[config.mk]
export PLATFORM = sky130hd
export DESIGN_NAME = pi_current_regulator_with_fault_latch_core
export DESIGN_NICKNAME = d
export VERILOG_FILES = /design/src/rtl/core/picr_pkg.sv /design/src/rtl/core/picr_mul.sv /design/src/rtl/core/pi_current_regulator_with_fault_latch_core.sv
export SDC_FILE = /design/constraint.sdc
export NUM_CORES = 1
export LEC_CHECK = 0
export BUFFER_PORTS_ARGS = -buffer_cell sky130_fd_sc_hd__buf_2
export CORE_AREA = 3 3 241 149
export DETAILED_ROUTE_END_ITERATION = 12
export DIE_AREA = 0 0 244 152
export MAX_ROUTING_LAYER = met4
export PLACE_DENSITY = 0.82
export SYNTH_ARGS = -nofsm -noshare
export SYNTH_HDL_FRONTEND = slang
export SYNTH_SLANG_ARGS = --single-unit
[constraint.sdc]
create_clock -name clock -period 12.8 [get_ports clock]
set_clock_uncertainty 0.1 [all_clocks]
set_input_delay 1.92 -clock clock [delete_from_list [all_inputs] [get_ports clock]]
set_output_delay 1.92 -clock clock [all_outputs]
set_load 0.03 [all_outputs]
[src/rtl/core/picr_pkg.sv]
// picr_pkg: shared types and constants of the pi current regulator
`timescale 1ns / 1ps

package picr_pkg;

   // mode codes as seen on the result word
   localparam logic [1:0] MODE_RUN   = 2'd0;
   localparam logic [1:0] MODE_FAULT = 2'd1;
   localparam logic [1:0] MODE_STOP  = 2'd2;

   // configuration register indexes
   localparam logic [2:0] CSR_CURRENT_LIMIT = 3'd0;
   localparam logic [2:0] CSR_BUS_VMIN      = 3'd1;
   localparam logic [2:0] CSR_BUS_VMAX      = 3'd2;
   localparam logic [2:0] CSR_PROP_GAIN     = 3'd3;
   localparam logic [2:0] CSR_INTEG_GAIN    = 3'd4;

   // configuration reset values
   localparam logic [14:0] CURRENT_LIMIT_RST = 15'd6400;
   localparam logic [15:0] BUS_VMIN_RST      = 16'd9728;
   localparam logic [15:0] BUS_VMAX_RST      = 16'd13312;
   localparam logic [15:0] PROP_GAIN_RST     = 16'd410;
   localparam logic [15:0] INTEG_GAIN_RST    = 16'd4096;

   // multiplier operand and product widths
   localparam int MUL_A_W = 19;
   localparam int MUL_B_W = 18;
   localparam int MUL_P_W = MUL_A_W + MUL_B_W;

   // 36 V in q12.12, full duty, and ceil(2^14 / 9) for the divide by 9
   localparam logic signed [25:0] CLAMP_U     = 26'sd147456;
   localparam logic signed [23:0] CLAMP_INTEG = 24'sd147456;
   localparam logic signed [25:0] INTEG_MAX   = 26'sd8388607;
   localparam logic signed [25:0] INTEG_MIN   = -26'sd8388608;
   localparam logic [7:0]         DUTY_FULL   = 8'd150;
   localparam logic [17:0]        RECIP9      = 18'd1821;

   typedef enum logic [8:0] {
      ST_IDLE = 9'b000000001,
      ST_EVAL = 9'b000000010,
      ST_MULI = 9'b000000100,
      ST_MULP = 9'b000001000,
      ST_SUM  = 9'b000010000,
      ST_MULD = 9'b000100000,
      ST_MULR = 9'b001000000,
      ST_DIV  = 9'b010000000,
      ST_OUT  = 9'b100000000
   } state_type;

endpackage

[src/rtl/core/picr_mul.sv]
// picr_mul: shared signed multiplier with registered product
`timescale 1ns / 1ps

module picr_mul (
   input  logic                                   clock,
   input  logic signed [picr_pkg::MUL_A_W-1:0]   op_a,
   input  logic signed [picr_pkg::MUL_B_W-1:0]   op_b,
   output logic signed [picr_pkg::MUL_P_W-1:0]   product
);

   logic signed [picr_pkg::MUL_P_W-1:0] product_ff;
   logic signed [picr_pkg::MUL_P_W-1:0] product_in;

   assign product_in = op_a * op_b;
   assign product    = product_ff;

   always_ff @(posedge clock) begin
      product_ff <= product_in;
   end

endmodule

[src/rtl/core/pi_current_regulator_with_fault_latch_core.sv]
// pi_current_regulator_with_fault_latch_core: pi current loop with overcurrent latch
// steps from req accept to rsp valid: eval and out in fault or stop mode; eval, muli,
// mulp, sum and out in run mode when the command clamps; else muld, mulr and div follow
// sum; out holds while a result is stalled. a word is taken only in idle, and the
// sequencer runs the integral, proportional and duty scaling products on one multiplier
// reset: synchronous; mode stop, integral, held duty and lamp cleared, registers to defaults
`timescale 1ns / 1ps

module pi_current_regulator_with_fault_latch_core (
   input  logic               clock,
   input  logic               reset,
   // input channel
   input  logic               req_valid,
   output logic               req_stall,
   input  logic signed [15:0] req_motor_current,
   input  logic [15:0]        req_bus_voltage,
   input  logic [5:0]         req_current_setpoint,
   input  logic               req_reset_pressed,
   // result channel
   output logic               rsp_valid,
   input  logic               rsp_stall,
   output logic [7:0]         rsp_duty,
   output logic               rsp_motor_cut,
   output logic               rsp_fault_led,
   output logic [1:0]         rsp_mode,
   // configuration
   input  logic               csr_we,
   input  logic [2:0]         csr_index,
   input  logic [15:0]        csr_wdata
);

   picr_pkg::state_type state_ff, state_in;

   logic [14:0] limit_ff;
   logic [15:0] vmin_ff, vmax_ff, kp_ff, ki_ff;

   logic [1:0]         mode_ff;
   logic signed [23:0] integ_ff;
   logic [7:0]         held_ff;
   logic               led_ff;

   logic signed [15:0] cur_ff;
   logic [15:0]        vbus_ff;
   logic [5:0]         sp_ff;
   logic               button_ff;
   logic signed [16:0] err_ff;
   logic [17:0]        u_ff;
   logic [7:0]         res_duty_ff;
   logic               res_cut_ff;

   logic               rsp_valid_ff;
   logic [7:0]         rsp_duty_ff;
   logic               rsp_cut_ff;
   logic               rsp_led_ff;
   logic [1:0]         rsp_mode_ff;

   logic signed [picr_pkg::MUL_A_W-1:0] mul_a;
   logic signed [picr_pkg::MUL_B_W-1:0] mul_b;
   logic signed [picr_pkg::MUL_P_W-1:0] prod;

   logic               fault;
   logic [1:0]         eff_mode;
   logic signed [16:0] err_in;
   logic signed [24:0] step;
   logic signed [25:0] acc;
   logic signed [23:0] acc_sat;
   logic signed [25:0] u_sum;
   logic               run_done;
   logic [7:0]         run_duty;
   logic               bus_bad;
   logic               out_free;

   assign req_stall = (state_ff != picr_pkg::ST_IDLE);
   assign out_free  = !rsp_valid_ff || !rsp_stall;

   assign fault    = $signed({cur_ff[15], cur_ff}) >= $signed({2'b00, limit_ff});
   assign eff_mode = fault ? picr_pkg::MODE_FAULT : mode_ff;
   assign err_in   = $signed({3'b000, sp_ff, 8'h00}) - $signed({cur_ff[15], cur_ff});

   // floor divide by 256 of the registered product
   assign step  = prod[32:8];
   assign acc   = $signed({step[24], step}) + $signed({{2{integ_ff[23]}}, integ_ff});
   assign u_sum = acc;

   always_comb begin
      if (acc > picr_pkg::INTEG_MAX) begin
         acc_sat = picr_pkg::INTEG_MAX[23:0];
      end else if (acc < picr_pkg::INTEG_MIN) begin
         acc_sat = picr_pkg::INTEG_MIN[23:0];
      end else begin
         acc_sat = acc[23:0];
      end
   end

   assign bus_bad = (vbus_ff <= vmin_ff) || (vbus_ff >= vmax_ff);

   // operand select for the shared multiplier
   always_comb begin
      mul_a = '0;
      mul_b = '0;
      unique case (state_ff)
         picr_pkg::ST_MULI: begin
            mul_a = {{(picr_pkg::MUL_A_W-17){err_ff[16]}}, err_ff};
            mul_b = {2'b00, ki_ff};
         end
         picr_pkg::ST_MULP: begin
            mul_a = {{(picr_pkg::MUL_A_W-17){err_ff[16]}}, err_ff};
            mul_b = {2'b00, kp_ff};
         end
         picr_pkg::ST_MULD: begin
            mul_a = {1'b0, u_ff};
            mul_b = {10'd0, picr_pkg::DUTY_FULL};
         end
         picr_pkg::ST_MULR: begin
            // u*150 >> 14 stays below 1350
            mul_a = {8'd0, prod[24:14]};
            mul_b = picr_pkg::RECIP9;
         end
         default: begin
            mul_a = '0;
            mul_b = '0;
         end
      endcase
   end

   picr_mul u_mul (
      .clock   (clock),
      .op_a    (mul_a),
      .op_b    (mul_b),
      .product (prod)
   );

   // run mode finishes either on a clamp in the sum step or after the divide by 9
   always_comb begin
      run_done = 1'b0;
      run_duty = 8'd0;
      state_in = state_ff;
      unique case (state_ff)
         picr_pkg::ST_IDLE: begin
            if (req_valid) begin
               state_in = picr_pkg::ST_EVAL;
            end
         end
         picr_pkg::ST_EVAL: begin
            state_in = (eff_mode == picr_pkg::MODE_RUN) ? picr_pkg::ST_MULI
                                                        : picr_pkg::ST_OUT;
         end
         picr_pkg::ST_MULI: state_in = picr_pkg::ST_MULP;
         picr_pkg::ST_MULP: state_in = picr_pkg::ST_SUM;
         picr_pkg::ST_SUM: begin
            if (u_sum >= picr_pkg::CLAMP_U) begin
               run_done = 1'b1;
               run_duty = picr_pkg::DUTY_FULL;
               state_in = picr_pkg::ST_OUT;
            end else if (u_sum < 26'sd0) begin
               run_done = 1'b1;
               state_in = picr_pkg::ST_OUT;
            end else begin
               state_in = picr_pkg::ST_MULD;
            end
         end
         picr_pkg::ST_MULD: state_in = picr_pkg::ST_MULR;
         picr_pkg::ST_MULR: state_in = picr_pkg::ST_DIV;
         picr_pkg::ST_DIV: begin
            run_done = 1'b1;
            run_duty = prod[21:14];
            state_in = picr_pkg::ST_OUT;
         end
         picr_pkg::ST_OUT: begin
            if (out_free) begin
               state_in = picr_pkg::ST_IDLE;
            end
         end
         default: state_in = picr_pkg::ST_IDLE;
      endcase
   end

   always_ff @(posedge clock) begin
      if (reset) begin
         state_ff     <= picr_pkg::ST_IDLE;
         limit_ff     <= picr_pkg::CURRENT_LIMIT_RST;
         vmin_ff      <= picr_pkg::BUS_VMIN_RST;
         vmax_ff      <= picr_pkg::BUS_VMAX_RST;
         kp_ff        <= picr_pkg::PROP_GAIN_RST;
         ki_ff        <= picr_pkg::INTEG_GAIN_RST;
         mode_ff      <= picr_pkg::MODE_STOP;
         integ_ff     <= '0;
         held_ff      <= '0;
         led_ff       <= 1'b0;
         rsp_valid_ff <= 1'b0;
      end else begin
         state_ff <= state_in;

         if (csr_we) begin
            unique case (csr_index)
               picr_pkg::CSR_CURRENT_LIMIT: limit_ff <= csr_wdata[14:0];
               picr_pkg::CSR_BUS_VMIN:      vmin_ff  <= csr_wdata;
               picr_pkg::CSR_BUS_VMAX:      vmax_ff  <= csr_wdata;
               picr_pkg::CSR_PROP_GAIN:     kp_ff    <= csr_wdata;
               picr_pkg::CSR_INTEG_GAIN:    ki_ff    <= csr_wdata;
               default: ;
            endcase
         end

         if (state_ff == picr_pkg::ST_EVAL) begin
            unique case (eff_mode)
               picr_pkg::MODE_RUN: begin
                  led_ff <= 1'b0;
               end
               picr_pkg::MODE_FAULT: begin
                  res_duty_ff <= 8'd0;
                  res_cut_ff  <= 1'b1;
                  if (button_ff) begin
                     mode_ff <= picr_pkg::MODE_STOP;
                     led_ff  <= 1'b0;
                  end else begin
                     mode_ff <= picr_pkg::MODE_FAULT;
                     led_ff  <= 1'b1;
                  end
               end
               default: begin
                  // stop, and the unused code treated as stop
                  res_duty_ff <= held_ff;
                  res_cut_ff  <= 1'b0;
                  mode_ff     <= button_ff ? picr_pkg::MODE_RUN : picr_pkg::MODE_STOP;
               end
            endcase
         end

         if (state_ff == picr_pkg::ST_MULP) begin
            integ_ff <= (sp_ff == 6'd0) ? 24'sd0 : acc_sat;
         end

         if (state_ff == picr_pkg::ST_SUM && u_sum >= picr_pkg::CLAMP_U) begin
            integ_ff <= picr_pkg::CLAMP_INTEG;
         end

         if (run_done) begin
            held_ff <= run_duty;
            if (bus_bad) begin
               res_duty_ff <= 8'd0;
               res_cut_ff  <= 1'b1;
               mode_ff     <= picr_pkg::MODE_STOP;
            end else begin
               res_duty_ff <= run_duty;
               res_cut_ff  <= 1'b0;
            end
         end

         if (state_ff == picr_pkg::ST_OUT && out_free) begin
            rsp_valid_ff <= 1'b1;
         end else if (rsp_valid_ff && !rsp_stall) begin
            rsp_valid_ff <= 1'b0;
         end
      end
   end

   // payload registers
   always_ff @(posedge clock) begin
      if (state_ff == picr_pkg::ST_IDLE && req_valid) begin
         cur_ff    <= req_motor_current;
         vbus_ff   <= req_bus_voltage;
         sp_ff     <= req_current_setpoint;
         button_ff <= req_reset_pressed;
      end
      if (state_ff == picr_pkg::ST_EVAL) begin
         err_ff <= err_in;
      end
      if (state_ff == picr_pkg::ST_SUM) begin
         u_ff <= u_sum[17:0];
      end
      if (state_ff == picr_pkg::ST_OUT && out_free) begin
         rsp_duty_ff <= res_duty_ff;
         rsp_cut_ff  <= res_cut_ff;
         rsp_led_ff  <= led_ff;
         rsp_mode_ff <= mode_ff;
      end
   end

   assign rsp_valid     = rsp_valid_ff;
   assign rsp_duty      = rsp_duty_ff;
   assign rsp_motor_cut = rsp_cut_ff;
   assign rsp_fault_led = rsp_led_ff;
   assign rsp_mode      = rsp_mode_ff;

   a_duty_range: assert property (@(posedge clock) disable iff (reset)
      rsp_valid_ff |-> rsp_duty_ff <= picr_pkg::DUTY_FULL)
      else $error("duty above full scale");

   a_cut_zero: assert property (@(posedge clock) disable iff (reset)
      rsp_valid_ff && rsp_cut_ff |-> rsp_duty_ff == 8'd0)
      else $error("motor cut with nonzero duty");

   a_led_fault: assert property (@(posedge clock) disable iff (reset)
      rsp_valid_ff && rsp_led_ff |-> rsp_mode_ff == picr_pkg::MODE_FAULT)
      else $error("fault lamp lit outside fault mode");

   a_mode_code: assert property (@(posedge clock) disable iff (reset)
      mode_ff == picr_pkg::MODE_RUN || mode_ff == picr_pkg::MODE_FAULT ||
      mode_ff == picr_pkg::MODE_STOP)
      else $error("unused mode code stored");

   a_out_hold: assert property (@(posedge clock) disable iff (reset)
      state_ff == picr_pkg::ST_OUT && rsp_valid_ff && rsp_stall |=>
      state_ff == picr_pkg::ST_OUT)
      else $error("result dropped while output stalled");

endmodule

* After elaboration in Yosys (flattened, before gate mapping) *
Cells that the tools add are included.

word-level totals
  input port bits = 63
  flip-flop bits (word level) = 252

operators by class
  bitwise gates (word level) = 1
  reductions and logical operators = 25
  multipliers = 1
  $lt $le $gt $ge = 7
  eq/ne operators = 18
  $add $sub $neg = 2
  muxes and demuxes = 37

operators by type and width
  operator              number
  $pmux 9 s9            1
  $mux 24               3
  $pmux 16 s4           1
  $pmux 19 s3           1
  $mux 9                5
  $mux 18               2
  $mul 19x17->33        1
  $ge 16x16->1          2
  $mux 8                4
  $pmux 8 s2            2
  $add 25x24->26        1
  $ge 26x19->1 const B  1
  $gt 26x24->1 const B  1
  $lt 26x1->1 const B   1
  $lt 26x24->1 const B  1
  $sub 15x16->17        1
  $le 16x16->1          1
  $reduce_and 2->1      7
  $mux 2                6
  $eq 9x1->1 const B    1
  $eq 9x2->1 const B    1
  $eq 9x3->1 const B    1
  $eq 9x4->1 const B    1
  $eq 9x5->1 const B    1
  23 further kinds      44

* Depth between registers and ports, before layout *
  depth in word-level cells = 7
  depth in mapped cells = 31
  gate-level depth less buffers = 30

* Hierarchy *
Synthesis repeated with hierarchy kept, for this count alone.

unflattened totals
  cell total of the unflattened synthesis = 2596
  area total of the unflattened synthesis = 24509.8 um2

modules (own cells, without submodules)
  module                                      cells each  sequential area each (um2)  times used  area an instance (um2)
  picr_mul                                    1404        740.7                       1           13304.0
  pi_current_regulator_with_fault_latch_core  1192        5335.1                      1           11205.7

* Least setup slack after synthesis *
OpenSTA, ideal clock, no wires.

  kind = register -> register
  start point = reg state_ff[2]
  end point = reg u_mul.product_ff (netlist bit u_mul.product[32])
  path slack = 4.911 ns
  path buffers = 2
  cell stages (with the launch flop) = 28
  clock period less this slack = 7.889 ns
  arrival time = 7.660 ns
  cell sequence = dfxtp_1 nor3_1 nand2_1 or3_1 nor3b_1 clkbuf_1 a221o_1 clkbuf_1 nand2_1 fa_1 inv_1 fa_1 fa_1 fa_1 fa_1 inv_1 fa_1 inv_1 ha_1 a21o_1 or4_1 o21ai_0 o211ai_1 a221oi_2 o21ai_1 o21a_1 o41ai_1 xnor2_1

between the ends
  word-level cells in the longest chain between the ends = 4

ends and longest elaborated chain
  element                                   RTL line                                           RTL
  from (decl)                               pi_current_regulator_with_fault_latch_core.sv:32   picr_pkg::state_type state_ff, state_in;
  from (signal assigned)                    pi_current_regulator_with_fault_latch_core.sv:180  state_ff <= picr_pkg::ST_IDLE;
  from (signal assigned)                    pi_current_regulator_with_fault_latch_core.sv:192  state_ff <= state_in;
  $eq 9x4->1 or $eq 9x3->1 (tied branches)  pi_current_regulator_with_fault_latch_core.sv:101  unique case (state_ff)
  $reduce_or 2->1 (no line)                 n/a
  $pmux 19 s3                               pi_current_regulator_with_fault_latch_core.sv:101
  $mul 19x17->33 *                          picr_mul.sv:14                                     assign product_in = op_a * op_b;
  named net u_mul.product_in, one bit       picr_mul.sv:12                                     logic signed [picr_pkg::MUL_P_W-1:0] product_in;
  to (signal assigned)                      picr_mul.sv:18                                     product_ff <= product_in;
  to (decl)                                 picr_mul.sv:11                                     logic signed [picr_pkg::MUL_P_W-1:0] product_ff;

Mark *: on every way through the listed nets, which the timed path passes. The rest lies on a longest branch.
A chain may end at the register's enable or synchronous reset.

* Worst setup path in the final report *
  start point = reg state_ff[4]
  end point = reg u_mul.product_ff (netlist bit u_mul.product[32])

Same word-level chain as after synthesis.

==> impl_metrics.yaml <==
outcome:
  outcome: "finished, final reports clean"
placement:
  dpl.hpwl_um: 49700
  dp_cells: 2868
  io_buffers: 76
  dpl_cell_area_um2: 22700
  gp_congestion: 1.06
yosys:
  synthFlopType: "dfxtp_1"
  ys_seq_area_share_pct: 26.7
  synthTopCellsByCount: "inv_1, nand2_1, fa_1, nor2_1, ha_1"
  syn-num-nets: 2907
  synthesis.instances: 2397
  synth_area_leaders: "fa_1, dfxtp_1, edfxtp_1"
  synth_top_area_share_pct: 26.2
  syn_area_um2: 21900
  ys_seq_elements: 244
  synth_edf_count: 95
  yosysMostFrequentCell: "inv_1"
  synthArstFlopShare_pct: 0
  synth.distinct_cells: 73
  syn_avg_cell_area_um2: 9.12
  yosys_warnings: 0
  synth_area_leader_cell: "fa_1"
floorplan:
  pin_count: 77
  die-area_um2: 37100
  die_h_um: 152
  die_width_um: 244
  coreArea_um2: 33600
  floorplan.initialDensity_pct: 65.1
  rows: 52
detailed_routing:
  route.detailed.vias_per_inst: 6.02
  drt_iter0_drc: 1998
  first_pass_iters: 7
  antenna_left: 0
  totalWireLength_um: 62700
  drc_errors: 0
  num_vias: 17500
  drt-wirelength-per-cell_um: 21.5
cells_and_area:
  finalNetCount: 2944
  design_area_um2: 23400
  post-route-util_pct: 69.8
  fin_cells: 2911
  drive_above_1_share_pct: 6.85
  area_growth_pct: 7.14
timing:
  finalSetupTns_ns: 0
  worstMarginPinSlew_ns: 1.39
  period_minus_slack_ns: 9.10
  min_period_over_period_pct: 71.1
  fmax_mhz: 110
  rsz0062_at_grt: "false"
  hold_ws_ns: 0.320
  setup_viol: 0
  hold_viol: 0
  drv_slew: 0
  max_slew_margin_pct: 6.62
cts:
  clock_latency_ns: 0.55
  cts.path.max_buffers: 3
  htreeDepth: 1
  cts_setup_buffers: 0
  cts.sinks: 244
  clockRootBuffer: "clkbuf_16"
  cts.repair.resized: 0
  numCtsBuffers: 23
  holdBufCountCts: 0
  clk_pin_slew_ns: 0.07
  cts_tree: "built"
power_and_ir_drop:
  p_per_area_nw_per_um2: 70.5
  peakVddDrop_mv: 0.0959
  leakage_nw: 10.7
worst_hold_path:
  hp-class: "reg2reg"
setup_path:
  worstSetupEndpointType: "register"
  cp_max_fo: 27
  worst-endpoint-arrival_ns: 9.44
  cp_data_required_time_ns: 13.13
  critPathLaunchType: "register"
  criticalPathCategory: "reg2reg"
grt:
  grt_pass1_wl_um: 101000
  grt_overflow: 0
  grt_use_total_pct: 35.7
  grt_pass1_vias: 18000
  antenna_found_initial: 0
  grt_max_degree: 84
job:
  maxCapViolations: 0
## area by class of cell
type                            instances  area [µm²]
Fill cell                            2567       10100
Clock inverter                         10         116
Sequential cell                       244        5840
Tap cell                              459         574
Antenna cell                            1        2.50
Clock buffer                           32         629
Multi-Input combinational cell       1624       14000
Inverter                              440        1650
Timing Repair Buffer                  101         568
## registers in the layout (all words and copies together) (netlist names), 8 cells and up
signal,cells
limit_ff,15
vbus_ff,16
kp_ff,16
cur_ff,16
state_ff,9
res_duty_ff,8
rsp_duty,8
u_ff,18
integ_ff,24
vmin_ff,16
vmax_ff,16
ki_ff,16
u_mul.product,25
held_ff,8
err_ff,17
## critical path: stages, from the launching register on
cell      delay (ns)
dfxtp_1         0.37
nor4_1          0.58
and4b_1         1.00
inv_1           0.14
nand2_1         0.21
a221oi_1        0.09
buf_4           0.23
nor2_1          0.32
fa_1            0.46
inv_1           0.08
fa_1            0.43
fa_1            0.52
inv_1           0.06
fa_1            0.47
fa_1            0.55
inv_1           0.06
fa_1            0.64
inv_1           0.07
ha_1            0.24
or4_1           0.50
o21ai_0         0.18
o211ai_1        0.25
a221oi_2        0.50
o21ai_1         0.22
o21a_1          0.23
o41ai_1         0.32
xnor2_1         0.12
## through the flow
stage	setup slack (ns)	total power [W]
after CTS	3.81	0.00165
after floorplan	4.91	0.000928
after detailed placement	3.85	0.000972
final	3.70	0.00165
after global routing	3.09	0.00170
after global placement	4.19	0.000965
## path summary, 6_finish.rpt
check	depth (start not counted)	endpoint	slack, ns	start
max reg2reg	26	u_mul.product[32]$_DFF_P_	3.70	state_ff[4]$_SDFFE_PP0P_
min	0	rsp_duty[6]$_DFFE_PP_	0.32	res_duty_ff[6]$_DFFE_PP_
min reg2reg	0	rsp_duty[6]$_DFFE_PP_	0.32	res_duty_ff[6]$_DFFE_PP_
max	26	u_mul.product[32]$_DFF_P_	3.70	state_ff[4]$_SDFFE_PP0P_
## power breakdown
part	switching, W	internal (W)
sequential	0.0000148	0.000829
clock	0.000317	0.000373
combinational	0.0000746	0.0000423
total	0.000406	0.00124
## placed cells by master (no fill, tap or decap), drive strengths merged, types with 20 or more instances in the layout
cell type  netlist  routed
a21o            20      20
a21oi          134     134
a22oi           22      22
a31oi           27      27
buf              8     101
clkbuf          81      32
dfxtp          149     149
edfxtp          95      95
fa             286     286
ha             161     161
inv            439     442
nand2          363     363
nand3           24      24
nor2           216     216
o21ai           40      40
xnor2           55      55
## per-layer routing
metal  track usage, %  part of all wire, %  wire length, µm  vias up
met5                -                    0                0        -
met4             5.40                  1.8             1150        0
met3             12.8                   14             9040      125
met2             49.7                   42            26100     1064
met1             51.1                   42            26500     8576
li1                 -                    -                -     7764
## cells by family after synthesis
logic type | count (synthesis) | synth area share, %
xor+xnor | 71 | 2.84
simple gates | 728 | 14.2
buf+inv | 529 | 9.17
fa+ha+maj | 447 | 35.4
compound gates | 374 | 11.5
flops | 244 | 26.7
mux | 4 | 0.183
No activity file was read; power rests on OpenSTA's default activity.
